==> src/rtl/psp_pkg.sv <==
package psp_pkg;

    // Filter coefficient is Q0.16
    localparam int ALPHA_W    = 16;
    localparam int CFG_IDX_W  = 3;
    localparam int CFG_DATA_W = 16;
    localparam int BUS_CNT_W  = 16;
    localparam int OVER_CNT_W = 8;
    localparam int CUR_W      = 13;

    localparam logic signed [CUR_W-1:0] CUR_MAX = {1'b0, {(CUR_W-1){1'b1}}};
    localparam logic signed [CUR_W-1:0] CUR_MIN = {1'b1, {(CUR_W-1){1'b0}}};

    localparam logic [ALPHA_W-1:0]    RST_ALPHA     = 16'd655;
    localparam logic [BUS_CNT_W-1:0]  RST_BUS_DELAY = 16'd5000;
    localparam logic [OVER_CNT_W-1:0] RST_CUR_DELAY = 8'd5;
    localparam int                    RST_OFS_TOL   = 248;

    typedef enum logic [CFG_IDX_W-1:0] {
        CFG_FILTER_ALPHA     = 3'd0,
        CFG_BUS_LOW_LIMIT    = 3'd1,
        CFG_BUS_HIGH_LIMIT   = 3'd2,
        CFG_BUS_FAULT_DELAY  = 3'd3,
        CFG_OFFSET_EXPECTED  = 3'd4,
        CFG_OFFSET_TOLERANCE = 3'd5,
        CFG_CURRENT_LIMIT    = 3'd6,
        CFG_CUR_FAULT_DELAY  = 3'd7
    } t_cfg_idx;

    typedef enum logic [1:0] {
        FAULT_NONE    = 2'd0,
        FAULT_BUS     = 2'd1,
        FAULT_OFFSET  = 2'd2,
        FAULT_OVERCUR = 2'd3
    } t_fault;

    typedef struct packed {
        logic pass;
        logic fail;
    } t_cal_evt;

endpackage

==> src/rtl/psp_offset_cal.sv <==
module psp_offset_cal #(
    parameter int ADC_BITS        = 12,
    parameter int DISCARD_SAMPLES = 99,
    parameter int AVERAGE_SAMPLES = 100
) (
    input  logic                                         i_clk,
    input  logic                                         i_rst_n,
    input  logic                                         i_en,
    input  logic                                         i_mode,
    input  logic [ADC_BITS-1:0]                          i_pa,
    input  logic [ADC_BITS-1:0]                          i_pb,
    input  logic [ADC_BITS+$clog2(AVERAGE_SAMPLES)-1:0]  i_exp_n,
    input  logic [ADC_BITS+$clog2(AVERAGE_SAMPLES)-1:0]  i_tol_n,
    output logic [ADC_BITS-1:0]                          o_offset_a,
    output logic [ADC_BITS-1:0]                          o_offset_b,
    output psp_pkg::t_cal_evt                            o_evt
);
    import psp_pkg::*;

    localparam int CAL_END = DISCARD_SAMPLES + AVERAGE_SAMPLES;
    localparam int CNT_W   = $clog2(CAL_END + 1);
    localparam int SUM_W   = ADC_BITS + $clog2(AVERAGE_SAMPLES);
    localparam int XW      = SUM_W + 1;
    localparam int SH      = XW + $clog2(AVERAGE_SAMPLES);
    localparam int MW      = XW + 1;
    localparam int HALF    = AVERAGE_SAMPLES / 2;
    // ceil(2^SH / N): exact quotient for every dividend below 2^XW
    localparam longint unsigned RECIP =
        ((64'd1 << SH) + 64'(AVERAGE_SAMPLES) - 64'd1) / 64'(AVERAGE_SAMPLES);

    logic [CNT_W-1:0]        r_count;
    logic [CNT_W-1:0]        n_count;
    logic [SUM_W-1:0]        r_sum_a;
    logic [SUM_W-1:0]        r_sum_b;
    logic [SUM_W-1:0]        n_sum_a;
    logic [SUM_W-1:0]        n_sum_b;
    logic [ADC_BITS-1:0]     r_offset_a;
    logic [ADC_BITS-1:0]     r_offset_b;
    logic                    add_en;
    logic                    cal_end;
    logic [XW+MW-1:0]        prod_a;
    logic [XW+MW-1:0]        prod_b;
    logic signed [XW-1:0]    dev_a;
    logic signed [XW-1:0]    dev_b;
    logic [XW-1:0]           mag_a;
    logic [XW-1:0]           mag_b;
    logic                    bad;

    always_comb begin
        n_count = (r_count < CNT_W'(CAL_END)) ? r_count + 1'b1 : r_count;
        add_en  = n_count > CNT_W'(DISCARD_SAMPLES);
        cal_end = n_count >= CNT_W'(CAL_END);
        n_sum_a = r_sum_a + (add_en ? SUM_W'(i_pa) : '0);
        n_sum_b = r_sum_b + (add_en ? SUM_W'(i_pb) : '0);

        // rounded average by reciprocal multiply
        prod_a = (XW+MW)'(XW'(n_sum_a) + XW'(HALF)) * (XW+MW)'(MW'(RECIP));
        prod_b = (XW+MW)'(XW'(n_sum_b) + XW'(HALF)) * (XW+MW)'(MW'(RECIP));

        dev_a = $signed({1'b0, n_sum_a}) - $signed({1'b0, i_exp_n});
        dev_b = $signed({1'b0, n_sum_b}) - $signed({1'b0, i_exp_n});
        mag_a = dev_a[XW-1] ? XW'(-dev_a) : XW'(dev_a);
        mag_b = dev_b[XW-1] ? XW'(-dev_b) : XW'(dev_b);
        bad   = (mag_a > {1'b0, i_tol_n}) || (mag_b > {1'b0, i_tol_n});

        o_evt.pass = !i_mode && cal_end && !bad;
        o_evt.fail = !i_mode && cal_end && bad;
    end

    always_ff @(posedge i_clk) begin
        if (!i_rst_n) begin
            r_count    <= '0;
            r_sum_a    <= '0;
            r_sum_b    <= '0;
            r_offset_a <= '0;
            r_offset_b <= '0;
        end else if (i_en) begin
            if (i_mode || cal_end) begin
                // a run sample restarts an unfinished round
                r_count <= '0;
                r_sum_a <= '0;
                r_sum_b <= '0;
            end else begin
                r_count <= n_count;
                r_sum_a <= n_sum_a;
                r_sum_b <= n_sum_b;
            end
            if (!i_mode && cal_end) begin
                r_offset_a <= prod_a[SH +: ADC_BITS];
                r_offset_b <= prod_b[SH +: ADC_BITS];
            end
        end
    end

    assign o_offset_a = r_offset_a;
    assign o_offset_b = r_offset_b;

endmodule

==> config.mk <==
export PLATFORM = sky130hd
export DESIGN_NAME = psp_offset_cal
export DESIGN_NICKNAME = d
export VERILOG_FILES = /design/src/rtl/psp_pkg.sv /design/src/rtl/psp_offset_cal.sv
export SDC_FILE = /design/constraint.sdc
export NUM_CORES = 1
export LEC_CHECK = 0
export ABC_AREA = 1
export BUFFER_PORTS_ARGS = -buffer_cell sky130_fd_sc_hd__buf_4
export CORE_ASPECT_RATIO = 0.7
export CORE_MARGIN = 5
export CORE_UTILIZATION = 30
export CTS_BUF_LIST = sky130_fd_sc_hd__clkbuf_8
export DETAILED_ROUTE_END_ITERATION = 12
export SYNTH_ARGS = -nofsm -noshare
export SYNTH_HDL_FRONTEND = slang
export SYNTH_SLANG_ARGS = --single-unit
==> constraint.sdc <==
create_clock -name i_clk -period 11.42 [get_ports i_clk]
set_input_delay 1.142 -clock i_clk [delete_from_list [all_inputs] [get_ports i_clk]]
set_output_delay 1.142 -clock i_clk [all_outputs]
set_load 0.03 [all_outputs]
Word level (Yosys, flattened, before mapping)
Index checks and enable logic that the tools add are counted.
- bits in registers: 70
- latch bits: 0
- RAM bits: 0
- memory bits (read-only): 0
- bits of input ports: 66
- output and inout bits: 26
- logic and storage cells: 37
- memories kept: 0
- add/sub/neg operators: 9
- $mul: 2
- div/mod/pow operators: 0
- order comparisons: 5
- equal/unequal tests: 0
- shift-type cells: 0
- muxes and demuxes: 8
- bitwise operators: 0
- reductions and logical operators: 8
- operator list (cell ; count):
    20-bit by 20-bit multiplier with 38-bit output, second input constant ; 2
    19-bit by 6-bit adder with 20-bit output, second input constant ; 2
    20-bit by 19-bit > comparator with 1-bit output ; 2
    20-bit 2-to-1 mux ; 2
    20-bit negator ; 2
    19-bit by 19-bit subtractor with 20-bit output ; 2
    19-bit by 12-bit adder with 19-bit output ; 2
    19-bit 2-to-1 mux ; 2
    12-bit 2-to-1 mux ; 2
    8-bit 2-to-1 mux ; 2
    8-bit by 1-bit adder with 8-bit output, second input constant ; 1
    8-bit greater-or-equal comparator, second input constant ; 1
    8-bit by 7-bit > comparator with 1-bit output, second input constant ; 1
    8-bit less-than comparator, second input constant ; 1
    1-bit logical AND ; 3
    1-bit logical NOT ; 2
    1-bit logical OR ; 2
    2-bit AND reduction ; 1

Longest topological paths before layout
- word-level depth: 12
- gate-level depth with buffers: 58
- gate-level depth less buffers: 58

Worst setup path after synthesis
Ideal clock, no wire load.
- kind: reg-to-reg
- from: register r_count[0]
- to: register r_offset_a[8], in the netlist o_offset_a[8]
- setup time: 117 ps
- arrival: 8814 ps
- data required time: 11303 ps
- setup slack: 2489 ps
- cell stages (with the launch flop): 46
- path buffers: 1
- clock period less this slack: 8931 ps
- cell sequence: dfxtp_1 -> ha_1 -> nand2_1 -> nand4_1 -> nand2_1 -> nand2_1 -> nor3_1 -> xor2_1 -> inv_1 -> o311ai_0 -> nand2_1 -> inv_1 -> clkbuf_1 -> nor2_1 -> ha_1 -> a21oi_1 -> nand2_1 -> a21boi_2 -> [10 not listed] -> fa_1 -> inv_1 -> fa_1 -> inv_1 -> fa_1 -> fa_1 -> fa_1 -> ha_1 -> ha_1 -> a21oi_1 -> inv_1 -> a31oi_1 -> a21boi_0 -> nor2_1 -> nor3_1 -> a21oi_1 -> nor2_1 -> nor2_1
- word-level cells in the longest chain between the ends: 7
- elaborated cells between the ends (all ways): 11
- classes of those cells: add/sub (3); mul (1); order compare (3); mux (2); reduce/logical (2)
- ends and longest elaborated chain (what ; line ; RTL):
    start: declaration ; psp_offset_cal.sv:31 ; logic [CNT_W-1:0] r_count;
    start signal: assignment ; psp_offset_cal.sv:84 ; r_count <= n_count;
    8-bit by 1-bit adder with 8-bit output / 8-bit less-than comparator (equally long branches) ; psp_offset_cal.sv:50 ; n_count = (r_count < CNT_W'(CAL_END)) ? r_count + 1'b1 : r_count;
    8-bit 2-to-1 mux * ; psp_offset_cal.sv:50 ;
    8-bit by 7-bit > comparator with 1-bit output ; psp_offset_cal.sv:51 ; add_en = n_count > CNT_W'(DISCARD_SAMPLES);
    12-bit 2-to-1 mux ; psp_offset_cal.sv:53 ; n_sum_a = r_sum_a + (add_en ? SUM_W'(i_pa) : '0);
    19-bit by 12-bit adder with 19-bit output ; psp_offset_cal.sv:53 ;
    19-bit by 6-bit adder with 20-bit output ; psp_offset_cal.sv:57 ; prod_a = (XW+MW)'(XW'(n_sum_a) + XW'(HALF)) * (XW+MW)'(MW'(RECIP));
    20-bit by 20-bit multiplier with 38-bit output ; psp_offset_cal.sv:57 ;
    end signal: assignment ; psp_offset_cal.sv:89 ; r_offset_a <= prod_a[SH +: ADC_BITS];
    end: declaration ; psp_offset_cal.sv:37 ; logic [ADC_BITS-1:0] r_offset_a;
Mark *: on every way between the ends. The rest lies on a longest branch, timed or not.
A chain may end at the register's enable or synchronous reset.

Worst setup path in the final report
- from: register r_count[0]
- to: register r_offset_a[5], in the netlist o_offset_a[5]
The elaborated chain is that of the path after synthesis.

==> impl_results.md <==
- Max-cap violations: 0
- Largest net degree at the start of global routing: 48
- Most frequent CP cell: nand2_1
- R2r setup slk: 0.78 ns
- DIE AREA: 0.0872 mm2
- EDFF count, synth: 0
- Worst-path clk slew: 0.09 ns
- Cell count along the critical path: 48
- CP max stage delay: 0.66 ns
- Mapped Cells: 3217
- Total CTS buffers: 9
- Gr usage total: 16.2%
- Layout cells sized above 1: 5.77%
- Synth Flop Type: dfxtp_1
- Initial Util: 30.3%
- Worst Setup Start Kind: flop
- First-pass GRT wire length: 112000 um
- Core area: 0.0806 mm2
- Syn_area_per_cell: 7.58 um2
- Clock Skew: 0.0327 ns
- Worst Tran Pin Value: 1.15 ns
- Number of synthesized register bits: 70
- Filler cells: 8639
- RSZ-0062 raised after global routing: false
- Max Clk Rate: 94.0 MHz
- Post-CTS setup buffer count: 0
- Mapped Area: 0.0244 mm2
- Synth area leaders: ha_1 27%, fa_1 23%, inv_1 12%
- Pwr dens: 24.2 mW/mm2
- Syn_nets: 4089
- Final Cycle Share: 93.2%
- Io pins: 92
- Initial drt markers: 1420
- Slew Viols, Final: 0
- Cell family with most CP delay: adder cells
- Crit path DAT: 10.95 ns
- Fraction of registers with async set or reset after synthesis: 0%
- DR WL/cell: 16.1 um
- Synth warn: 0
- Dpl hpwl: 63000 um
- Cell count after placement: 4361
- CTS Hold Bufs: 0
- Clock sinks: 70
- Root Buffer Master: clkbuf_8
- CP Max Fanout: 14
- CTS tree: done
- VDD IR max: 0.0000566 V
- Longest Clk Path Bufs: 2
- H-Tree Level Count: 3
- Clock latency on the worst-skew pair: 0.43 ns
- Layout area overhead: 9.10%
- GPL Wtd Cong: 0.917
- Yosys top cell area share: 26.8%
- Die X: 351 um
- Setup TNS: 0 ns
- CP max stage cell: fa_1
- Static Leak: 15.3 nW
- DRT antenna net count: 0
- Via count: 20400
- Worst path required time: 11.73 ns
- Hold_ws: 0.479 ns
- Vias in the first global route: 19800
- Drt first pass iters: 5
- Hold WC Path Type: reg2reg
- Seq/Total Area, Yosys: 5.74%
- Final setup viols: 0
- Wirelength, routed: 70400 um
- Worst hold path depth: 2
- Routed vias/inst: 4.66
- Drc violations: 0
- Netlist cell types: 62
- Min Tclk post-route: 10.64 ns
- Setup CP Type: reg2reg
- Non-filler cells, final: 4378
- Die Ht: 249 um
- PostCTS Resize Cnt: 0
- Initial antenna violation count: 1
- CP endpoint kind: flop
- Slew HR: 22.9%
- Nets: 4176
- Overflow after GRT: 0
- Row cnt: 87
- Synth area leader: ha_1
- CP Buf/Inv Count: 9
- Fin. Hold Viols: 0
- IO Port Bufs: 91
- FF-to-FF path depth: 48
- Status: finished, final reports clean
path summary, 6_finish.rpt:
kind               start            end
max           r_count[0]  o_offset_a[5]
min          r_sum_a[10]    r_sum_a[10]
max reg2reg   r_count[0]  o_offset_a[5]
min reg2reg  r_sum_a[10]    r_sum_a[10]
worst register-to-register path: cells and delay by family, from the launching register on:
| kind | cells | cell delay [ns] |
|---|---|---|
| AOI/OAI and AO/OA | 7 | 1.65 |
| xor gates and xnor gates | 1 | 0.21 |
| adders and majority gates | 12 | 4.80 |
| buffers and inverters | 9 | 1.38 |
| DFF | 1 | 0.35 |
| and+or+nand+nor | 19 | 2.13 |
cells in the mapped netlist (4+ instances only):
library cell    n
inv_1         761
clkbuf_1       17
a21o_1         15
o21ai_1         5
nor2_2          7
nor2_1        215
nand3b_1        8
inv_2          14
nand2_2         7
xor2_4          4
or2_2           6
or2_1           4
xor2_1         64
xnor2_1        29
nor3_1         42
nand3_2         5
o21a_1         21
o21ai_0        83
ha_1          523
a31oi_1        10
nand4_1        26
a21oi_1       210
dfxtp_1        70
nor4_1         12
xor2_2          9
a211oi_1        6
fa_1          283
nand3_1       115
nand2_1       584
buf_2           8
o21bai_1        5
cell type report:
cell class / count / area [um2] / share of cell area, %
timing repair buffer: 101 / 758 / 2.85
antenna: 1 / 2.50 / 0.00940
multi-input combinational: 2346 / 20000 / 75.1
inverter: 776 / 2910 / 10.9
clock buffer: 10 / 138 / 0.517
clock inverter: 6 / 85.1 / 0.320
tap: 1068 / 1340 / 5.02
sequential: 70 / 1400 / 5.26
state kept, by name (all words and copies together), names as in the netlist:
signal and count:
o_offset_a 12, r_sum_a 19, r_count 8, r_sum_b 19, o_offset_b 12
through the flow:
step	instance area [um2]	setup WS [ns]	utilization [%]	power [mW]
4_1_cts	26600	0.884	33.0	0.650
3_5_place_dp	26400	0.930	32.8	0.390
3_3_place_gp	26400	0.948	32.8	0.389
2_1_floorplan	24400	2.49	-	0.337
6_report	26600	0.781	33.0	0.645
5_1_grt	26600	0.0369	33.0	0.680
power breakdown:
part	leakage (nW)	switching, mW	internal [mW]
sequential	0.564	0.000302	0.244
clock	0.120	0.130	0.129
combinational	14.6	0.0881	0.0530
total	15.3	0.218	0.426
layer usage:
| layer | part of all wire, % | up-vias | global-route usage (%) |
|---|---|---|---|
| met4 | 0.81 | 0 | 1.74 |
| li1 | - | 10300 | - |
| met5 | 0 | - | 0 |
| met3 | 8.3 | 27 | 4.38 |
| met1 | 56 | 9481 | 27.4 |
| met2 | 34 | 573 | 20.0 |
placed cells by master, fill, tap and decap left out, types with 9 or more instances in the layout:
cell,Yosys,final
a21o_1,15,15
a21oi_1,210,210
a31oi_1,10,10
buf_4,0,101
clkbuf_8,0,10
dfxtp_1,70,70
fa_1,283,283
ha_1,523,523
inv_1,761,763
inv_2,14,14
nand2_1,584,584
nand3_1,115,115
nand4_1,26,26
nor2_1,215,215
nor3_1,42,42
nor4_1,12,12
o21a_1,21,21
o21ai_0,83,83
xnor2_1,29,29
xor2_1,64,64
xor2_2,9,9
cells by family (layout without fill, tap and decap cells):
logic type | after synthesis | after routing | share of synthesized area [%]
multiplexers | 1 | 1 | 0.0462
AND/OR/NAND/NOR | 1045 | 1045 | 18.1
other | 0 | 1 | 0
AO/OA/AOI/OAI | 384 | 384 | 8.94
XOR/XNOR | 110 | 110 | 4.75
buffers and inverters | 801 | 893 | 12.4
adder cells (fa/ha/maj) | 806 | 806 | 50.0
flip-flops | 70 | 70 | 5.74
Note: power is estimated with default switching activity, not from simulation.
